**src/hw/rtl/rpdh_ram.sv**
```systemverilog
`timescale 1ns / 1ps
`default_nettype none
module rpdh_ram #(
  parameter int WIDTH = 8,
  parameter int DEPTH = 16,
  localparam int AW = $clog2(DEPTH)
) (
  input  wire logic             clk,
  input  wire logic             we,
  input  wire logic [AW-1:0]    waddr,
  input  wire logic [WIDTH-1:0] wdata,
  input  wire logic             re,
  input  wire logic [AW-1:0]    raddr,
  output logic      [WIDTH-1:0] rdata
);

  logic [WIDTH-1:0] mem [DEPTH];

  // read returns the old contents on a same-address write
  always_ff @(posedge clk) begin
    if (we) begin
      mem[waddr] <= wdata;
    end
    if (re) begin
      rdata <= mem[raddr];
    end
  end

endmodule
`default_nettype wire

```
**config.mk**
```make
export PLATFORM = sky130hd
export DESIGN_NAME = rpdh_ram
export DESIGN_NICKNAME = d
export VERILOG_FILES = /design/src/hw/rtl/rpdh_ram.sv
export SDC_FILE = /design/constraint.sdc
export NUM_CORES = 1
export LEC_CHECK = 0
export BUFFER_PORTS_ARGS = -buffer_cell sky130_fd_sc_hd__clkbuf_2
export CORE_MARGIN = 5
export CORE_UTILIZATION = 40
export CTS_CLUSTER_DIAMETER = 30
export DETAILED_ROUTE_END_ITERATION = 10
export GPL_ROUTABILITY_DRIVEN = 0
export PLACE_DENSITY_LB_ADDON = 0.12
export SKIP_LAST_GASP = 1
export SLEW_MARGIN = 0
export SYNTH_ARGS = -nofsm -noshare
export SYNTH_HDL_FRONTEND = slang
export SYNTH_SLANG_ARGS = --single-unit
```
**constraint.sdc**
```tcl
create_clock -name clk -period 2.7 [get_ports clk]
set_clock_uncertainty 0.2 [all_clocks]
set_input_delay 0.81 -clock clk [delete_from_list [all_inputs] [get_ports clk]]
set_output_delay 0.81 -clock clk [all_outputs]
set_load 0.01 [all_outputs]
```
==> results.md <==
* Die Area at ~0.015 mm²
* CP Capture Type: flop
* Peak Freq at roughly 450 MHz
* HPWL Detailed at 6740 µm
* Synth-to-Final Area Change at 18.1%
* Finish-stage setup viols at 0
* Worst R2R Setup Slack at roughly 1 ns
* Postcts setup bufs at 0
* Crit path launch type: input pin
* Cell Pwr Density at ~730 mW/mm²
* Sequential share of the synthesized area at between 70% and 80%
* Max rail drop VDD at between 0.0003 and 0.0004 V
* Yosys top cell area share at a little under 80%
* CTS resizes at 0
* Synth area leaders: edfxtp_1, mux4_2, mux4_1
* Chip height at ~120 µm
* Setup TNS at 0 ns
* Max-cap violations at 0
* DR WL/cell at about 22 µm
* Worst-path clk slew at roughly 0.050 ns
* Synth Area per Inst at 22.8 µm²
* Clock power frac at 42.2%
* Number of buffers created by CTS at 17
* Netlist cell types at 18
* Unrepaired setup endpoints after global routing: false
* Seq pwr share at a little over half
* Hold Crit Endpoint: rdata[0]$_DFFE_PP_
* Status: completed
* Pint at approximately 3.6 mW
* Worst-Skew Late Latency at around 0.4 ns
* Register-to-Register Path Depth at 3
* Row Count at 41
* Sw Ratio at between 10% and 20%
* Final WS setup at ~0.45 ns
* Core Box Area at 0.0127 mm²
* Port bufs at 26
* Layout cells sized above 1 at 29.5%
* DR pass1 iterations at 4
* Top-Level Pins at 27
* H-tree levels at 4
* Critical R2R Capture: rdata[7]$_DFFE_PP_
* P_leak at around 2.1 nW
* Via/cell ratio at 5.21
* Routed via count at approximately 2400
* Yosys warns at 0
* Syn_nets at around 250
* Hold_buf cts at 0
* Post-route ant nets at 0
* Hold_sp: mem[14][0]$_DFFE_PP_
* Pre-CTS setup slack at around 0.026 ns
* Die W at 124 µm
* Worst EP required at roughly 2.7 ns
* Cell Area, Synth at 0.00523 mm²
* Clk root buf: clkbuf_16
* HP Class: reg -> reg
* Max FO, Critical Path at 12
* Hold Path Cell Cnt at 3
* Combinational fraction of design power at 5.0%
* Net Switching at around 0.9 mW
* Final slew viol count at 0
* Overflow after GRT at 0
* Clock period minus worst slack at 2.25 ns
* GR Util All Layers at between 10 and 15%
* CTS tree: yes
* Synth Register Bits at roughly 140
* Starting Density at about two fifths
* Antenna cells at 0
* Reg-to-Reg Start: mem[10][7]$_DFFE_PP_
* Largest net degree at the start of global routing at 33
* Antenna violations before repair at 0
* Fin crit share at between 80 and 90%
* Worst-margin pin slew at roughly 0.4 ns
* Hold violation count in the final report at 0
* Critical path type: in -> reg
* Vias in the first global route at 2535
* Clock buffer depth at 2
* DR iter-0 viols at roughly 300
* Layout Nets at 305
* Placed cell areas at around 0.0057 mm²
* Worst Path Arrival at 2.20 ns
* Mapped Cells at about 230
* Max-slew headroom at 73.5%
* First-pass GRT wire length at 16000 µm
* # DRC at 0
* Synth area leader: edfxtp_1
* Final Cell Area at 0.00617 mm²
* CTS sink count at about 140
* Total routed wirelength at 10400 µm
[worst max-delay path, stage by stage]
cell and delay (ns):
clkbuf_2 0.16, buf_4 0.27, mux4_1 0.58, a22oi_1 0.29, nand2_1 0.08
[routing by layer]
metal / vias up / global-route usage (%) / wire (µm) / part of all wire (%)
met1: 1284 / 20.0 / 4920 / 47
met2: 59 / 21.3 / 4970 / 48
met3: 13 / 4.59 / 370 / 3.5
met5: - / 0 / 0 / 0
li1: 1093 / - / - / -
met4: 0 / 5.80 / 161 / 1.5
[Yosys cell counts]
master           instances
mux4_1                  14
nand2_1                  9
a22oi_1                 16
nand3_1                  1
nor2b_1                  1
nand2b_1                 2
mux4_2                  18
and2b_1                  1
buf_6                    3
or3b_2                   1
nand3b_1                 2
edfxtp_1               136
buf_2                    3
nor2_1                  13
buf_4                    1
and2_1                   1
clkdlybuf4s25_2          3
nor3_1                   4
[per-stage QoR]
stage | total power [mW] | util, % | hold WS (ns) | cells
floorplan | 2.56 | - | 0.505 | 229
global route | 4.72 | 48.5 | 0.593 | 470
detailed placement | 2.67 | 44.7 | 0.530 | 439
CTS | 4.58 | 48.5 | 0.545 | 470
finish | 4.53 | 48.5 | 0.544 | 470
global placement | 2.67 | 44.7 | 0.526 | 439
[area by class of cell]
cell class / count / area, µm²
well taps: 172 / 215
multi-input cells: 83 / 1060
clock inverters: 6 / 27.5
fillers: 1085 / 6550
flip-flops and latches: 136 / 4080
repair buffers: 48 / 333
clock buffers: 25 / 455
[flip-flops by register name (all words and copies together) (netlist names)]
register  count
rdata         8
mem         128
[cells by family after synthesis]
group	count (synthesis)	synth area share, %
AO/OA/AOI/OAI	16	2.30
buffers and inverters	10	1.65
flip-flops	136	78.1
multiplexers	32	14.8
AND/OR/NAND/NOR	35	3.14
[worst max-delay path by stage]
stage	startpoint	end	slack, ns	depth (start not counted)
global placement	raddr[0]	rdata[0]$_DFFE_PP_	0.02	5
global route	raddr[0]	rdata[0]$_DFFE_PP_	0.38	5
finish	raddr[0]	rdata[0]$_DFFE_PP_	0.45	5
detailed placement	raddr[0]	rdata[0]$_DFFE_PP_	0.03	5
floorplan	waddr[2]	mem[0][0]$_DFFE_PP_	0.20	2
CTS	raddr[0]	rdata[0]$_DFFE_PP_	0.46	5
[power groups by stage]
stage	clock (mW)	sequential [mW]	combinational, mW
3_3_place_gp	0	2.44	0.231
6_report	1.91	2.39	0.226
3_5_place_dp	0	2.44	0.232
2_1_floorplan	0	2.44	0.120
4_1_cts	1.96	2.39	0.233
5_1_grt	2.08	2.40	0.247
[cell usage in the layout (no fill, tap or decap)]
master       n
clkbuf_1     8
nor2b_1      1
mux4_1      14
clkbuf_2    26
and2b_1      1
buf_4       19
nand3b_1     2
and2_1       1
nor3_1       4
buf_12       3
nand2_1      9
clkinv_1     2
nor2_1      13
edfxtp_1   136
clkinv_2     4
clkbuf_16   17
nand3_1      1
mux4_2      18
a22oi_1     16
or3b_2       1
nand2b_1     2
Note: power is estimated with default switching activity, not from simulation.
